$ cat src/rtl/gate_motor_controller_defines.svh
// assertion macros used by the rtl
`ifndef GATE_MOTOR_CONTROLLER_DEFINES_SVH
`define GATE_MOTOR_CONTROLLER_DEFINES_SVH

`ifndef ASSERT_OFF
`define GMC_ASSERT(label, clk, rst, prop) \
   label: assert property (@(posedge clk) disable iff (rst) prop) \
      else $error("gate controller assertion failed");
`define GMC_ASSERT_ALWAYS(label, clk, prop) \
   label: assert property (@(posedge clk) prop) \
      else $error("gate controller assertion failed");
`else
`define GMC_ASSERT(label, clk, rst, prop)
`define GMC_ASSERT_ALWAYS(label, clk, prop)
`endif

`endif

$ cat src/rtl/gmc_pkg.sv
package gmc_pkg;

   localparam int TICK_COUNTER_WIDTH = 16;
   localparam int CFG_WIDTH          = 16;
   localparam int CSR_INDEX_WIDTH    = 8;
   localparam int REQ_TDATA_WIDTH    = 8;
   localparam int RSP_TDATA_WIDTH    = 8;

   typedef enum logic [2:0] {
      MODE_CLOSED       = 3'd0,
      MODE_OPENING      = 3'd1,
      MODE_OPEN         = 3'd2,
      MODE_OPEN_WAIT    = 3'd3,
      MODE_CLOSING      = 3'd4,
      MODE_AUTO_CLOSING = 3'd5
   } mode_type;

   typedef enum logic [1:0] {
      STATUS_CLOSED = 2'd0,
      STATUS_OPEN   = 2'd1,
      STATUS_MOVING = 2'd2
   } status_type;

   localparam logic [CSR_INDEX_WIDTH-1:0] CSR_OPEN_RUN        = 8'd0;
   localparam logic [CSR_INDEX_WIDTH-1:0] CSR_CLOSE_LIMIT     = 8'd1;
   localparam logic [CSR_INDEX_WIDTH-1:0] CSR_AUTO_CLOSE_WAIT = 8'd2;
   localparam logic [CSR_INDEX_WIDTH-1:0] CSR_AUTO_CLOSE_RUN  = 8'd3;

   localparam logic [CFG_WIDTH-1:0] OPEN_RUN_RESET        = 16'd50;
   localparam logic [CFG_WIDTH-1:0] CLOSE_LIMIT_RESET     = 16'd50;
   localparam logic [CFG_WIDTH-1:0] AUTO_CLOSE_WAIT_RESET = 16'd100;
   localparam logic [CFG_WIDTH-1:0] AUTO_CLOSE_RUN_RESET  = 16'd50;

   typedef struct packed {
      logic [CFG_WIDTH-1:0] open_run_ticks;
      logic [CFG_WIDTH-1:0] close_limit_ticks;
      logic [CFG_WIDTH-1:0] auto_close_wait_ticks;
      logic [CFG_WIDTH-1:0] auto_close_run_ticks;
   } cfg_type;

   typedef struct packed {
      logic open_button;
      logic close_button;
      logic obstacle;
   } req_type;

   typedef struct packed {
      logic       motor_open_drive;
      logic       motor_close_drive;
      status_type gate_status;
   } rsp_type;

endpackage

$ cat src/rtl/gmc_csr.sv
module gmc_csr (
   input  logic                                 clock,
   input  logic                                 reset,
   input  logic                                 wr_en,
   input  logic [gmc_pkg::CSR_INDEX_WIDTH-1:0]  wr_index,
   input  logic [gmc_pkg::CFG_WIDTH-1:0]        wr_data,
   output gmc_pkg::cfg_type                     cfg
);

   gmc_pkg::cfg_type cfg_ff;

   always_ff @(posedge clock) begin
      if (reset) begin
         cfg_ff.open_run_ticks        <= gmc_pkg::OPEN_RUN_RESET;
         cfg_ff.close_limit_ticks     <= gmc_pkg::CLOSE_LIMIT_RESET;
         cfg_ff.auto_close_wait_ticks <= gmc_pkg::AUTO_CLOSE_WAIT_RESET;
         cfg_ff.auto_close_run_ticks  <= gmc_pkg::AUTO_CLOSE_RUN_RESET;
      end else if (wr_en) begin
         // indexes past the last register are dropped
         unique case (wr_index)
            gmc_pkg::CSR_OPEN_RUN:        cfg_ff.open_run_ticks        <= wr_data;
            gmc_pkg::CSR_CLOSE_LIMIT:     cfg_ff.close_limit_ticks     <= wr_data;
            gmc_pkg::CSR_AUTO_CLOSE_WAIT: cfg_ff.auto_close_wait_ticks <= wr_data;
            gmc_pkg::CSR_AUTO_CLOSE_RUN:  cfg_ff.auto_close_run_ticks  <= wr_data;
            default: ;
         endcase
      end
   end

   assign cfg = cfg_ff;

endmodule

$ cat src/rtl/gmc_step.sv
module gmc_step #(
   parameter int TICK_COUNTER_WIDTH = gmc_pkg::TICK_COUNTER_WIDTH
) (
   input  gmc_pkg::mode_type                mode,
   input  logic [TICK_COUNTER_WIDTH-1:0]    tick_count,
   input  gmc_pkg::req_type                 req,
   input  gmc_pkg::cfg_type                 cfg,
   output gmc_pkg::mode_type                mode_in,
   output logic [TICK_COUNTER_WIDTH-1:0]    tick_in,
   output gmc_pkg::rsp_type                 rsp
);

   localparam int CMP_WIDTH = (TICK_COUNTER_WIDTH > gmc_pkg::CFG_WIDTH) ?
                              TICK_COUNTER_WIDTH : gmc_pkg::CFG_WIDTH;

   logic [TICK_COUNTER_WIDTH-1:0] count_up;
   logic [gmc_pkg::CFG_WIDTH-1:0] limit;
   logic                          reached;
   logic                          open_one_tick;
   logic                          close_one_tick;

   // counter saturates at all ones
   assign count_up = (tick_count == '1) ? tick_count
                                        : tick_count + TICK_COUNTER_WIDTH'(1);

   always_comb begin
      case (mode)
         gmc_pkg::MODE_OPENING:      limit = cfg.open_run_ticks;
         gmc_pkg::MODE_OPEN_WAIT:    limit = cfg.auto_close_wait_ticks;
         gmc_pkg::MODE_CLOSING:      limit = cfg.close_limit_ticks;
         gmc_pkg::MODE_AUTO_CLOSING: limit = cfg.auto_close_run_ticks;
         default:                    limit = '0;
      endcase
   end

   assign reached = CMP_WIDTH'(count_up) >= CMP_WIDTH'(limit);

   // a run started this tick already has a count of one
   assign open_one_tick  = cfg.open_run_ticks <= gmc_pkg::CFG_WIDTH'(1);
   assign close_one_tick = cfg.close_limit_ticks <= gmc_pkg::CFG_WIDTH'(1);

   always_comb begin
      mode_in               = gmc_pkg::MODE_CLOSED;
      tick_in               = '0;
      rsp.motor_open_drive  = 1'b0;
      rsp.motor_close_drive = 1'b0;
      rsp.gate_status       = gmc_pkg::STATUS_CLOSED;
      unique case (mode)
         gmc_pkg::MODE_OPENING: begin
            rsp.motor_open_drive = 1'b1;
            rsp.gate_status      = gmc_pkg::STATUS_MOVING;
            if (reached) begin
               mode_in = gmc_pkg::MODE_OPEN;
            end else begin
               mode_in = gmc_pkg::MODE_OPENING;
               tick_in = count_up;
            end
         end
         gmc_pkg::MODE_OPEN: begin
            if (req.close_button && !req.obstacle) begin
               rsp.motor_close_drive = 1'b1;
               rsp.gate_status       = gmc_pkg::STATUS_MOVING;
               if (!close_one_tick) begin
                  mode_in = gmc_pkg::MODE_CLOSING;
                  tick_in = TICK_COUNTER_WIDTH'(1);
               end
            end else begin
               rsp.gate_status = gmc_pkg::STATUS_OPEN;
               mode_in         = gmc_pkg::MODE_OPEN_WAIT;
            end
         end
         gmc_pkg::MODE_OPEN_WAIT: begin
            rsp.gate_status = gmc_pkg::STATUS_OPEN;
            if (!reached) begin
               mode_in = gmc_pkg::MODE_OPEN_WAIT;
               tick_in = count_up;
            end else if (req.obstacle) begin
               mode_in = gmc_pkg::MODE_OPEN;
            end else begin
               mode_in = gmc_pkg::MODE_AUTO_CLOSING;
            end
         end
         gmc_pkg::MODE_CLOSING: begin
            if (req.obstacle) begin
               rsp.gate_status = gmc_pkg::STATUS_OPEN;
               mode_in         = gmc_pkg::MODE_OPEN;
            end else begin
               rsp.motor_close_drive = 1'b1;
               rsp.gate_status       = gmc_pkg::STATUS_MOVING;
               if (!reached) begin
                  mode_in = gmc_pkg::MODE_CLOSING;
                  tick_in = count_up;
               end
            end
         end
         gmc_pkg::MODE_AUTO_CLOSING: begin
            // blind run, sensor ignored
            rsp.motor_close_drive = 1'b1;
            rsp.gate_status       = gmc_pkg::STATUS_MOVING;
            if (!reached) begin
               mode_in = gmc_pkg::MODE_AUTO_CLOSING;
               tick_in = count_up;
            end
         end
         default: begin
            if (req.open_button) begin
               rsp.motor_open_drive = 1'b1;
               rsp.gate_status      = gmc_pkg::STATUS_MOVING;
               if (open_one_tick) begin
                  mode_in = gmc_pkg::MODE_OPEN;
               end else begin
                  mode_in = gmc_pkg::MODE_OPENING;
                  tick_in = TICK_COUNTER_WIDTH'(1);
               end
            end
         end
      endcase
   end

endmodule

$ cat src/rtl/gate_motor_controller.sv
// a word taken on req passes through the input register and the result register to rsp
// throughput: one word per cycle, with full back-pressure from rsp
// the gate state steps once per word, as it passes into the result register
// reset (synchronous, active high) empties both stages, sets the gate closed
// with a zero tick count and loads the timing registers with their defaults
`include "gate_motor_controller_defines.svh"

module gate_motor_controller #(
   parameter int TICK_COUNTER_WIDTH = gmc_pkg::TICK_COUNTER_WIDTH
) (
   input  logic                                clock,
   input  logic                                reset,
   input  logic                                req_tvalid,
   output logic                                req_tready,
   // [0] open_button, [1] close_button, [2] obstacle, [7:3] zero
   input  logic [gmc_pkg::REQ_TDATA_WIDTH-1:0] req_tdata,
   output logic                                rsp_tvalid,
   input  logic                                rsp_tready,
   // [0] motor_open_drive, [1] motor_close_drive, [3:2] gate_status, [7:4] zero
   output logic [gmc_pkg::RSP_TDATA_WIDTH-1:0] rsp_tdata,
   input  logic                                csr_valid,
   output logic                                csr_ready,
   input  logic [gmc_pkg::CSR_INDEX_WIDTH-1:0] csr_index,
   input  logic [gmc_pkg::CFG_WIDTH-1:0]       csr_data
);

   gmc_pkg::cfg_type              cfg;
   logic                          hold_valid_ff;
   gmc_pkg::req_type              hold_word_ff;
   logic                          res_valid_ff;
   gmc_pkg::rsp_type              res_word_ff;
   gmc_pkg::mode_type             mode_ff;
   gmc_pkg::mode_type             mode_in;
   logic [TICK_COUNTER_WIDTH-1:0] tick_ff;
   logic [TICK_COUNTER_WIDTH-1:0] tick_in;
   gmc_pkg::rsp_type              step_rsp;
   logic                          res_free;
   logic                          advance;

   assign csr_ready = 1'b1;

   gmc_csr u_csr (
      .clock    (clock),
      .reset    (reset),
      .wr_en    (csr_valid),
      .wr_index (csr_index),
      .wr_data  (csr_data),
      .cfg      (cfg)
   );

   gmc_step #(
      .TICK_COUNTER_WIDTH (TICK_COUNTER_WIDTH)
   ) u_step (
      .mode       (mode_ff),
      .tick_count (tick_ff),
      .req        (hold_word_ff),
      .cfg        (cfg),
      .mode_in    (mode_in),
      .tick_in    (tick_in),
      .rsp        (step_rsp)
   );

   assign res_free   = !res_valid_ff || rsp_tready;
   assign advance    = hold_valid_ff && res_free;
   assign req_tready = !hold_valid_ff || res_free;

   // input stage
   always_ff @(posedge clock) begin
      if (reset) begin
         hold_valid_ff <= 1'b0;
      end else if (req_tready) begin
         hold_valid_ff <= req_tvalid;
      end
   end

   always_ff @(posedge clock) begin
      if (req_tvalid && req_tready) begin
         hold_word_ff.open_button  <= req_tdata[0];
         hold_word_ff.close_button <= req_tdata[1];
         hold_word_ff.obstacle     <= req_tdata[2];
      end
   end

   // result stage and gate state
   always_ff @(posedge clock) begin
      if (reset) begin
         res_valid_ff <= 1'b0;
         mode_ff      <= gmc_pkg::MODE_CLOSED;
         tick_ff      <= '0;
      end else begin
         if (res_free) begin
            res_valid_ff <= hold_valid_ff;
         end
         if (advance) begin
            mode_ff <= mode_in;
            tick_ff <= tick_in;
         end
      end
   end

   always_ff @(posedge clock) begin
      if (advance) begin
         res_word_ff <= step_rsp;
      end
   end

   assign rsp_tvalid = res_valid_ff;
   assign rsp_tdata  = {{(gmc_pkg::RSP_TDATA_WIDTH - 4){1'b0}},
                        res_word_ff.gate_status,
                        res_word_ff.motor_close_drive,
                        res_word_ff.motor_open_drive};

   `GMC_ASSERT(a_idle_count_zero, clock, reset,
      (mode_ff == gmc_pkg::MODE_CLOSED || mode_ff == gmc_pkg::MODE_OPEN) |-> (tick_ff == '0))
   `GMC_ASSERT(a_state_moves_with_word, clock, reset,
      !advance |=> ($stable(mode_ff) && $stable(tick_ff)))
   `GMC_ASSERT(a_one_direction, clock, reset,
      rsp_tvalid |-> !(res_word_ff.motor_open_drive && res_word_ff.motor_close_drive))
   `GMC_ASSERT(a_moving_iff_driven, clock, reset,
      rsp_tvalid |-> ((res_word_ff.gate_status == gmc_pkg::STATUS_MOVING) ==
                      (res_word_ff.motor_open_drive || res_word_ff.motor_close_drive)))

endmodule
$ cat config.mk
export PLATFORM = sky130hd
export DESIGN_NAME = gate_motor_controller
export DESIGN_NICKNAME = d
export VERILOG_FILES = /design/src/rtl/gmc_pkg.sv /design/src/rtl/gmc_csr.sv /design/src/rtl/gmc_step.sv /design/src/rtl/gate_motor_controller.sv
export VERILOG_INCLUDE_DIRS = /design/src /design/src/rtl
export SDC_FILE = /design/constraint.sdc
export NUM_CORES = 1
export LEC_CHECK = 0
export ABC_CLOCK_PERIOD_IN_PS = 3750
export CAP_MARGIN = 20
export CELL_PAD_IN_SITES_DETAIL_PLACEMENT = 0
export CELL_PAD_IN_SITES_GLOBAL_PLACEMENT = 1
export CORE_UTILIZATION = 45
export CTS_BUF_LIST = sky130_fd_sc_hd__clkbuf_4
export CTS_CLUSTER_SIZE = 28
export DETAILED_ROUTE_END_ITERATION = 8
export DONT_BUFFER_PORTS = 1
export GPL_TIMING_DRIVEN = 0
export PLACE_DENSITY_LB_ADDON = 0.1
export SKIP_CTS_REPAIR_TIMING = 1
export SYNTH_ARGS = -nofsm -noshare
export SYNTH_HDL_FRONTEND = slang
export SYNTH_SLANG_ARGS = --single-unit
export TNS_END_PERCENT = 10
$ cat constraint.sdc
create_clock -name clock -period 3.75 [get_ports clock]
set_input_delay 0.1875 -clock clock [delete_from_list [all_inputs] [get_ports clock]]
set_output_delay 0.1875 -clock clock [all_outputs]
set_load 0.005 [all_outputs]
== Yosys cells after proc, flatten, opt, wreduce, memory -nomap -nowiden ==
Index checks and enable logic that the tools add are counted.
Widths: inputs -> output; s select.
Operators by class
  $add $sub $neg: 1
  equal/unequal tests: 9
  reductions and logical operators: 16
  $lt $le $gt $ge: 3
  mux-type cells: 29
Operators by type and width (number)
  $mux 16: 5
  $pmux 16 s4: 1
  $pmux 16 s3: 1
  $le 16x1->1 const B: 2
  $mux 3: 8
  $add 16x1->16 const B: 1
  $eq 16x16->1 const B: 1
  $eq 8x2->1 const B: 2
  $ge 16x16->1: 1
  $pmux 3 s5: 1
  $mux 2: 5
  $eq 8x1->1 const B: 1
  $logic_not 8->1: 1
  $pmux 2 s4: 1
  $reduce_and 2->1: 4
  $eq 3x2->1 const B: 2
  $eq 3x3->1 const B: 2
  $mux 1: 5
  $reduce_or 4->1: 1
  $eq 3x1->1 const B: 1
  $logic_and 1x1->1: 3
  $logic_not 1->1: 3
  $pmux 1 s3: 1
  $reduce_or 3->1: 1
  3 further kinds: 4
Storage, ports and cells
  word-level logic and storage cells: 72
  bits in registers: 92
  bits of input ports: 37

== Longest topological paths before layout ==
Gate-level depths: netlist (run 1).
  depth in word-level cells: 6
  gate-level depth with buffers: 13
  gate-level depth less buffers: 13

== Cells and area by module ==
A second synthesis (run 1) with hierarchy kept.
Second synthesis, totals
  cell total of the unflattened synthesis: 596
  area total of the unflattened synthesis: 5459.0 um2
Modules (own cells, without submodules)
  gmc_csr: area each 2621.3 um2, cells an instance 234, times used 1, seq. area each 1281.2 um2
  gmc_step: area each 1626.6 um2, cells an instance 256, times used 1, seq. area each 0.0 um2
  gate_motor_controller: area each 1211.2 um2, cells an instance 106, times used 1, seq. area each 630.6 um2

== Worst setup path after synthesis (run 1) ==
OpenSTA, ideal clock, no wires.
  path type: register to register
  start: register tick_ff[0]
  end: register mode_ff[2]
  arrival time: 3.388 ns
  required time: 3.657 ns
  setup slack: 0.269 ns
  stages on the path, launching flop included: 13
  clock period less this slack: 3.481 ns
  buffers on the path: 1
  cells stage by stage: dfxtp_1 ha_1 nand3_1 or4_1 buf_2 mux2_1 ha_1 and3_1 o21ai_0 a31oi_4 nor3_2 mux2_1 o32ai_1
On the way
  word-level cells in the longest chain between the ends: 6
RTL lines
  from (decl): RTL line gate_motor_controller.sv:34  | logic [TICK_COUNTER_WIDTH-1:0] tick_ff;
  from (signal assigned): RTL line gate_motor_controller.sv:96  | tick_ff <= tick_in;
  $add 16x1->16 / $eq 16x16->1 (equally long branches): RTL line gmc_step.sv:24, gmc_step.sv:23
  $mux 16 (*): RTL line gmc_step.sv:23  | assign count_up = (tick_count == '1) ? tick_count
  $ge 16x16->1 (*): RTL line gmc_step.sv:36  | assign reached = CMP_WIDTH'(count_up) >= CMP_WIDTH'(limit);
  $mux 3: RTL line gmc_step.sv:90  | if (!reached) begin
  $mux 3: RTL line gmc_step.sv:84  | if (req.obstacle) begin
  $pmux 3 s5 (*): RTL line gmc_step.sv:48  | unique case (mode)
  to (signal assigned): RTL line gate_motor_controller.sv:88  | mode_ff <= gmc_pkg::MODE_CLOSED;
  to (signal assigned): RTL line gate_motor_controller.sv:95  | mode_ff <= mode_in;
  to (decl): RTL line gate_motor_controller.sv:32  | gmc_pkg::mode_type mode_ff;
Mark *: on every way between the ends. The rest lies on a longest branch, timed or not.
A chain may end at the register's enable or synchronous reset.

== Final worst setup path (run 1) ==
  start: register tick_ff[11]
  end: register tick_ff[8]
On the way
  word-level cells in the longest chain between the ends: 6
RTL lines (RTL line)
  $add 16x1->16 / $eq 16x16->1 (equally long branches): gmc_step.sv:24, gmc_step.sv:23
  $mux 16 (*): gmc_step.sv:23
  $ge 16x16->1: gmc_step.sv:36
  $mux 16 (*)
  $mux 16: gmc_step.sv:84
  $pmux 16 s3 (*): gmc_step.sv:48
Marks and branches as above.

==> results of run 1 <==
==> cells in the mapped netlist (4+ instances only) <==
| library cell | count | area share (%) |
|---|---|---|
| a211o_1 | 9 | 1.6 |
| a21oi_1 | 39 | 3.8 |
| a22oi_1 | 10 | 1.5 |
| a31oi_1 | 8 | 0.99 |
| buf_2 | 11 | 1.1 |
| buf_4 | 6 | 0.89 |
| clkbuf_1 | 20 | 1.5 |
| dfxtp_1 | 85 | 34 |
| edfxtp_1 | 7 | 4.1 |
| ha_1 | 19 | 4.7 |
| inv_1 | 8 | 0.59 |
| mux2_2 | 16 | 3.6 |
| mux2i_1 | 56 | 11 |
| nand2_1 | 60 | 4.4 |
| nand2b_1 | 4 | 0.49 |
| nand3_1 | 17 | 1.7 |
| nand3b_1 | 5 | 0.74 |
| nand4_1 | 9 | 1.1 |
| nor2_1 | 85 | 6.3 |
| nor2b_1 | 7 | 0.86 |
| nor3_1 | 11 | 1.1 |
| nor4_1 | 9 | 1.1 |
| o21ai_0 | 13 | 1.3 |
| xnor2_1 | 9 | 1.6 |
==> flip-flops by register name, summed over array words and instances (netlist names) <==
signal         count
hold_valid_ff      1
rsp_tdata          4
u_csr.cfg         64
hold_word_ff       3
tick_ff           16
mode_ff            3
rsp_tvalid         1
==> layout by cell type, fill, tap and decap left out, types with 10 or more instances in the layout <==
cell type | Yosys | routed
nor2_1 | 85 | 84
dfxtp_1 | 85 | 82
nand2_1 | 60 | 58
mux2i_1 | 56 | 56
a21oi_1 | 39 | 39
dlygate4sd3_1 | 0 | 25
ha_1 | 19 | 18
mux2_2 | 16 | 16
nand3_1 | 17 | 15
buf_4 | 6 | 14
clkbuf_1 | 20 | 13
clkbuf_4 | 0 | 12
o21ai_0 | 13 | 12
nor3_1 | 11 | 10
a22oi_1 | 10 | 10
==> layout make-up <==
cell class,count,area (sq um),share of cell area [%]
sequential,92,1920,33.2
timing repair buffer,32,303,5.24
inverter,10,37.5,0.649
tap,140,175,3.03
buffer,42,224,3.87
multi-input combinational,441,2980,51.6
clock buffer,9,67.6,1.17
clock inverter,7,71.3,1.23
==> cells by family after synthesis <==
kind of cell / Yosys count / share of synthesized area (%)
AOI/OAI and AO/OA: 100 / 12.8
xor gates and xnor gates: 10 / 1.87
adders and majority gates: 19 / 4.69
buffers and inverters: 52 / 4.76
DFF: 92 / 37.7
muxes: 74 / 15.0
other: 2 / 0.148
and+or+nand+nor: 233 / 23.0
==> per-layer routing <==
layer,share of wire (%),vias to the layer above,wire length (um)
met5,0,-,0
met4,1.7,0,238
met3,3.4,17,468
met2,46,83,6400
met1,49,2089,6720
li1,-,2159,-
==> metrics by stage <==
stage	setup WS [ns]	utilization (%)	instance area, sq um
floorplan	0.269	-	5080
global placement	-0.515	48.3	5260
detailed placement	-0.605	48.3	5260
CTS	-0.638	49.6	5400
global route	-0.0331	53.1	5780
finish	0.189	53.1	5780
==> worst paths after layout <==
kind	endpoint	startpoint	cells after the start
hold reg to reg	u_csr.cfg[30]$_SDFFE_PP0P_	u_csr.cfg[30]$_SDFFE_PP0P_	2
hold / removal	u_csr.cfg[20]$_SDFFE_PP0P_	csr_index[1]	4
setup / recovery	tick_ff[8]$_SDFFE_PP0P_	tick_ff[11]$_SDFFE_PP0P_	13
setup reg to reg	tick_ff[8]$_SDFFE_PP0P_	tick_ff[11]$_SDFFE_PP0P_	13
==> critical path, delay by kind of cell (launching register included) <==
kind,cells,cell delay [ns]
buffers and inverters,2,0.43
AOI/OAI and AO/OA,2,0.46
and+or+nand+nor,7,1.47
DFF,1,0.49
muxes,1,0.29
adders and majority gates,1,0.30
==> power groups by stage <==
stage	registers, W	clock network (W)	logic, W
2_1_floorplan	0.00103	0	0.000128
3_3_place_gp	0.00103	0	0.000170
3_5_place_dp	0.00103	0	0.000171
4_1_cts	0.00101	0.000594	0.000171
5_1_grt	0.00101	0.000635	0.000233
6_report	0.00101	0.000583	0.000216
==> results_dict.tcl, run 1 <==
set metrics [dict create \
    crit_type "reg -> reg" \
    layout.cells.non_filler 773 \
    worst_pin_slew_ns 0.811 \
    path_cells "nand4_1, buf_4, nor3_1, nand2_1, mux2_2, ha_1, nand4_1, or4_4, a31oi_4, nor4b_4, buf_4, a22oi_1, nor2_1" \
    busiest_layer "met2" \
    drive_above_1_share_pct 15.0 \
    cp_data_arrival_time_ns 3.92 \
    syn2layout_area_growth_pct 14.0 \
    path_max_fanout 7 \
    grt_pass1_wl_um 21300 \
    grt_util_all_layers_pct 24.6 \
    r2r_setup_slack_ns 0.19 \
    die_h_um 108 \
    synth_cell_types 63 \
    slowest_delay_ns 0.60 \
    drtIter0Drc 269 \
    cts_tree "built" \
    critPathSlowestCell "or4_4" \
    path_clk_slew_ns 0.15 \
    setup_viol 0 \
    ys_seq_elements 92 \
    fin_crit_sh_pct 95.0 \
    num_vias 4348 \
    final_max_slew_viol_count 0 \
    intPower_w 0.00129 \
    dpl.cell_count 725 \
    rows 38 \
    relSlewSlack_pct 45.9 \
    grt_pass1_vias 3919 \
    vias_per_cell 5.62 \
    crit_path_start_kind "flop" \
    synthCells 582 \
    routabilityCongestion 0.874 \
    route.detailed.drc 0 \
    grt_max_degree 17 \
    cp-end-kind "flop" \
    cts-buffers-inserted 9 \
    firstDrtPassIters 5 \
    max_freq_mhz 281 \
    power.clock.fraction_pct 32.3 \
    worstHoldPathType "in -> reg" \
    worst_hold_slack_ns 0.0228 \
    synthFlopType "dfxtp_1" \
    cp.required_ns 4.11 \
    grt_use_met3_pct 3.19 \
    wirelength_um 13800 \
    maxCapViolations 0 \
    cts_buffer_depth 2 \
    die_w_um 108 \
    cts-htree-levels 3 \
    antenna_found_initial 0 \
    p_total_w 0.00181 \
    cts_root_buf "clkbuf_4" \
    switching_share_pct 28.3 \
    setup_tns_ns 0 \
    antenna_left 0 \
    use_met1_pct 34.1 \
    hold_viol 0 \
    use_met2_pct 38.7 \
    grt_overflow 0 \
    powerDensity_nw_per_um2 312 \
    peakVddDrop_mv 0.195 \
    ys_seq_area_share_pct 37.7 \
    cts.sinks 92 \
    skew_ns 0.00779 \
    combinationalPowerShare_pct 12.0 \
    synth-edff-count 7 \
    dp_hpwl_um 10000 \
    p_switching_w 0.000511 \
    n_fill_cell 1049 \
    routedWlPerCell_um 17.9 \
    seq_power_share_pct 55.8 \
    syn-cell-area_sq_um 5070 \
    nNetsFinal 684 \
    status "complete, no violations" \
    port-buffer-count 0 \
    avgSynthCellArea_sq_um 8.72 \
    core_area_sq_um 10900 \
    postSynth.asyncResetShare_pct 0 \
    pin_count 48 \
    die-area_sq_um 11700 \
    clock_latency_ns 0.48 \
    p_leak_nw 2.23 \
    n_antenna_cell 0 \
    start_util_pct 46.6 \
    yosysWarningCount 0 \
    min_period_ns 3.56 \
]
No activity file was read; power rests on OpenSTA's default activity.
==> run 2, diff against run 1 <==
- CORE_MARGIN: unset -> 4
==> results_dict.tcl, run 2 (same netlist as run 1, synthesis figures left out) <==
set metrics [dict create \
    cts_tree "built" \
    vias_per_cell 5.58 \
    cp_data_arrival_time_ns 3.94 \
    cp-end-kind "flop" \
    top_register "u_csr.cfg" \
    multi_input_area_sq_um 2980 \
    peakVddDrop_mv 0.198 \
    seqCellArea_sq_um 1920 \
    n_antenna_cell 0 \
    setup_viol 0 \
    drtIter0Drc 255 \
    nNetsFinal 681 \
    status "complete, no violations" \
    path_max_fanout 7 \
    start_util_pct 46.4 \
    worst_pin_slew_ns 0.718 \
    die_w_um 114 \
    grt_overflow 0 \
    worst_hold_slack_ns 0.00197 \
    dp_hpwl_um 10000 \
    maxCapViolations 0 \
    path_clk_slew_ns 0.16 \
    antenna_left 0 \
    path_cells "clkbuf_2, nand4_1, or4_1, buf_4, nand3_2, xnor2_1, ha_1, a21oi_1, o21ai_0, a221o_2, nor3_4, a211oi_1, a2111oi_0" \
    worstHoldPathType "in -> reg" \
    slowest_delay_ns 0.54 \
    crit_type "reg -> reg" \
    firstDrtPassIters 5 \
    core_area_sq_um 10900 \
    final_max_slew_viol_count 0 \
    n_fill_cell 1051 \
    cts_buffer_depth 2 \
    largest_register_ffs 64 \
    powerDensity_nw_per_um2 326 \
    syn2layout_area_growth_pct 13.9 \
    skew_ns 0.0126 \
    reg2reg_depth 13 \
    p_leak_nw 2.23 \
    preCtsSetupSlack_ns -0.421 \
    cts.sinks 92 \
    routedWlPerCell_um 17.7 \
    routabilityCongestion 0.871 \
    max_freq_mhz 280 \
    cts_root_buf "clkbuf_4" \
    hold_viol 0 \
    cts-buffers-inserted 9 \
    port-buffer-count 0 \
    wirelength_um 13700 \
    crit_path_start_kind "flop" \
    clock_latency_ns 0.49 \
    grt_util_all_layers_pct 21.0 \
    hold_depth 4 \
    fin_crit_sh_pct 95.1 \
    die-area_sq_um 13000 \
    grt_max_degree 17 \
    drive_above_1_share_pct 15.1 \
    critPathSlowestCell "or4_1" \
    pin_count 48 \
    grt_pass1_wl_um 21300 \
    rows 38 \
    mostFrequentLayoutCell "nor2_1" \
    antenna_found_initial 0 \
    setup_slack_ns 0.184 \
    die_h_um 114 \
    r2r_setup_slack_ns 0.18 \
    relSlewSlack_pct 52.1 \
    route.detailed.drc 0 \
    grt_pass1_vias 4050 \
    num_vias 4294 \
    final_cell_mix "nor2_1 (84), dfxtp_1 (82), nand2_1 (58)" \
    cts-htree-levels 3 \
    min_period_ns 3.57 \
    cp.required_ns 4.12 \
]
## run 2: path summary, 6_finish.rpt
kind	startpoint	endpoint
hold / removal	csr_index[1]	u_csr.cfg[24]$_SDFFE_PP0P_
setup / recovery	tick_ff[12]$_SDFFE_PP0P_	tick_ff[0]$_SDFFE_PP0P_
hold reg to reg	u_csr.cfg[28]$_SDFFE_PP0P_	u_csr.cfg[28]$_SDFFE_PP0P_
setup reg to reg	tick_ff[12]$_SDFFE_PP0P_	tick_ff[0]$_SDFFE_PP0P_
## run 2: metal layers
| metal | vias to the layer above | track usage [%] | part of all wire [%] |
|---|---|---|---|
| met5 | - | 0 | 0 |
| met4 | 0 | 8.55 | 2.2 |
| met3 | 18 | 3.54 | 5.8 |
| met2 | 100 | 32.8 | 47 |
| met1 | 2030 | 28.7 | 45 |
| li1 | 2146 | - | - |
## run 2: cell type report
class | instances | area share (%)
multi-input cells | 441 | 51.6
clock inverters | 6 | 1.60
inverters | 10 | 0.650
plain buffers | 42 | 3.75
clock buffers | 10 | 1.30
well taps | 140 | 3.03
repair buffers | 29 | 4.77
flip-flops and latches | 92 | 33.3
## run 2: metrics by stage
stage	power [W]	setup TNS, ns	std cells	instance area (sq um)	util (%)
2_1_floorplan	0.00115	0	585	5080	-
3_3_place_gp	0.00120	-4.86	725	5260	48.1
3_5_place_dp	0.00120	-5.67	725	5260	48.1
4_1_cts	0.00185	-6.32	741	5430	49.6
5_1_grt	0.00195	-0.0406	770	5780	52.8
6_report	0.00188	0	770	5780	52.8
## run 2: critical path: cells and delay by family (launching register included)
| kind | cells | cell delay (ns) |
|---|---|---|
| buffers and inverters | 2 | 0.35 |
| AO/OA/AOI/OAI | 5 | 1.20 |
| XOR/XNOR | 1 | 0.15 |
| adder cells (fa/ha/maj) | 1 | 0.28 |
| AND/OR/NAND/NOR | 4 | 1.13 |
| flip-flops | 1 | 0.34 |
## run 2: where the power goes
group | internal (W) | total (W) | switching (W)
clock network | 0.000286 | 0.000666 | 0.000380
registers | 0.000999 | 0.00101 | 0.00000821
logic | 0.0000837 | 0.000208 | 0.000124
==> run 3, diff against run 2 <==
- CORE_ASPECT_RATIO: unset -> 0.9
==> results_dict.tcl, run 3 (same netlist as run 1, synthesis figures left out) <==
set metrics [dict create \
    rows 36 \
    rr_startpoint "tick_ff[0]$_SDFFE_PP0P_" \
    r2r_setup_slack_ns 0.22 \
    cts_root_buf "clkbuf_4" \
    routabilityCongestion 0.866 \
    cts-htree-levels 3 \
    core_area_sq_um 10900 \
    firstDrtPassIters 5 \
    cts_tree "built" \
    peakVddDrop_mv 0.213 \
    grt_util_all_layers_pct 21.1 \
    worstHoldPathType "in -> reg" \
    crit_path_start_kind "flop" \
    grt_max_degree 16 \
    die-area_sq_um 13000 \
    setup_viol 0 \
    hp-start "csr_index[1]" \
    mostFrequentLayoutCell "nor2_1" \
    cp.required_ns 4.13 \
    die_h_um 109 \
    die_w_um 120 \
    fin_crit_sh_pct 94.0 \
    reg2reg_depth 12 \
    wirelength_um 13500 \
    grt_pass1_wl_um 21400 \
    seqCellArea_sq_um 1920 \
    vias_per_cell 5.55 \
    n_antenna_cell 0 \
    p_leak_nw 2.22 \
    final_cell_mix "nor2_1 (84), dfxtp_1 (83), nand2_1 (58)" \
    worst_hold_slack_ns 0.0475 \
    cp_data_arrival_time_ns 3.91 \
    path_max_fanout 7 \
    cts_buffer_depth 2 \
    syn2layout_area_growth_pct 13.8 \
    cts.sinks 92 \
    route.detailed.drc 0 \
    antenna_left 0 \
    max_freq_mhz 284 \
    status "complete, no violations" \
    num_vias 4353 \
    pin_count 48 \
    hold_depth 2 \
    final_max_slew_viol_count 0 \
    port-buffer-count 0 \
    cts-buffers-inserted 9 \
    antenna_found_initial 0 \
    cp-end-kind "flop" \
    hold_end "u_csr.cfg[5]$_SDFFE_PP1P_" \
    r2r_end "mode_ff[2]$_SDFFE_PP0P_" \
    start_util_pct 46.5 \
    grt_setup_unrepaired "no" \
    hold_viol 0 \
    dp_hpwl_um 10000 \
    n_fill_cell 1062 \
    routedWlPerCell_um 17.2 \
    min_period_ns 3.53 \
    multi_input_area_sq_um 2980 \
    drive_above_1_share_pct 14.7 \
    largest_register_ffs 64 \
    worst_pin_slew_ns 0.679 \
    nNetsFinal 685 \
    powerDensity_nw_per_um2 299 \
    skew_ns 0.0270 \
    path_clk_slew_ns 0.15 \
    final_cell_area_sq_um 5770 \
    maxCapViolations 0 \
    place_area_sq_um 5270 \
    relSlewSlack_pct 54.7 \
    setup_tns_ns 0 \
    drtIter0Drc 327 \
    clock_latency_ns 0.49 \
    grt_overflow 0 \
    top_register "u_csr.cfg" \
    crit_type "reg -> reg" \
    grt_pass1_vias 4033 \
]
## run 3: cell count changes in the layout (fill, tap and decap cells not counted), sizes merged
cell         change
dlygate4sd3      +4
inv              -3
bufinv           -2
clkinv           +2
clkinvlp         +2
## run 3: area by class of cell
type / instances / share of cell area [%]
Buffer: 42 / 3.75
Clock buffer: 10 / 1.30
Clock inverter: 5 / 0.672
Inverter: 10 / 0.650
Multi-Input combinational cell: 441 / 51.7
Sequential cell: 92 / 33.2
Tap cell: 152 / 3.29
Timing Repair Buffer: 33 / 5.46
## run 3: worst max-delay path by stage
stage,start,endpoint,slack [ns],depth (start not counted)
finish,tick_ff[0]$_SDFFE_PP0P_,mode_ff[2]$_SDFFE_PP0P_,0.22,12
global route,tick_ff[11]$_SDFFE_PP0P_,mode_ff[2]$_SDFFE_PP0P_,0.02,12
CTS,mode_ff[2]$_SDFFE_PP0P_,mode_ff[2]$_SDFFE_PP0P_,-0.49,12
detailed placement,mode_ff[2]$_SDFFE_PP0P_,mode_ff[2]$_SDFFE_PP0P_,-0.45,12
global placement,mode_ff[2]$_SDFFE_PP0P_,mode_ff[2]$_SDFFE_PP0P_,-0.50,12
floorplan,tick_ff[0]$_SDFFE_PP0P_,mode_ff[2]$_SDFFE_PP0P_,0.27,12
## run 3: per-stage QoR
stage,cells,power [W],worst slack [ns],utilization [%]
global route,785,0.00181,0.0166,53.0
detailed placement,737,0.00120,-0.446,48.4
finish,785,0.00172,0.224,53.0
floorplan,585,0.00115,0.269,-
global placement,737,0.00120,-0.495,48.4
CTS,752,0.00170,-0.486,49.4
## run 3: critical path: stages (launching register included)
cell	delay (ns)
dfxtp_4	0.42
ha_4	0.16
nand3_2	0.12
or4_1	0.54
buf_4	0.19
mux2_1	0.37
ha_1	0.32
nor2b_1	0.14
o211ai_1	0.28
a31oi_4	0.18
nor3_4	0.23
mux2_1	0.35
o32ai_1	0.13
## run 3: power breakdown
group / total (W) / switching, W / internal, W / leakage, nW
Sequential: 0.00101 / 0.00000837 / 0.00100 / 0.754
Clock: 0.000502 / 0.000360 / 0.000143 / 0.0590
Combinational: 0.000214 / 0.000127 / 0.0000876 / 1.41
Total: 0.00172 / 0.000495 / 0.00123 / 2.22
## run 3: routing by layer
layer | up-vias | routed length [um] | track usage [%] | part of all wire [%]
met3 | 18 | 761 | 6.02 | 5.6
met5 | - | 0 | 0 | 0
li1 | 2169 | - | - | -
met2 | 119 | 6240 | 34.6 | 46
met4 | 0 | 199 | 5.15 | 1.5
met1 | 2047 | 6330 | 27.7 | 47
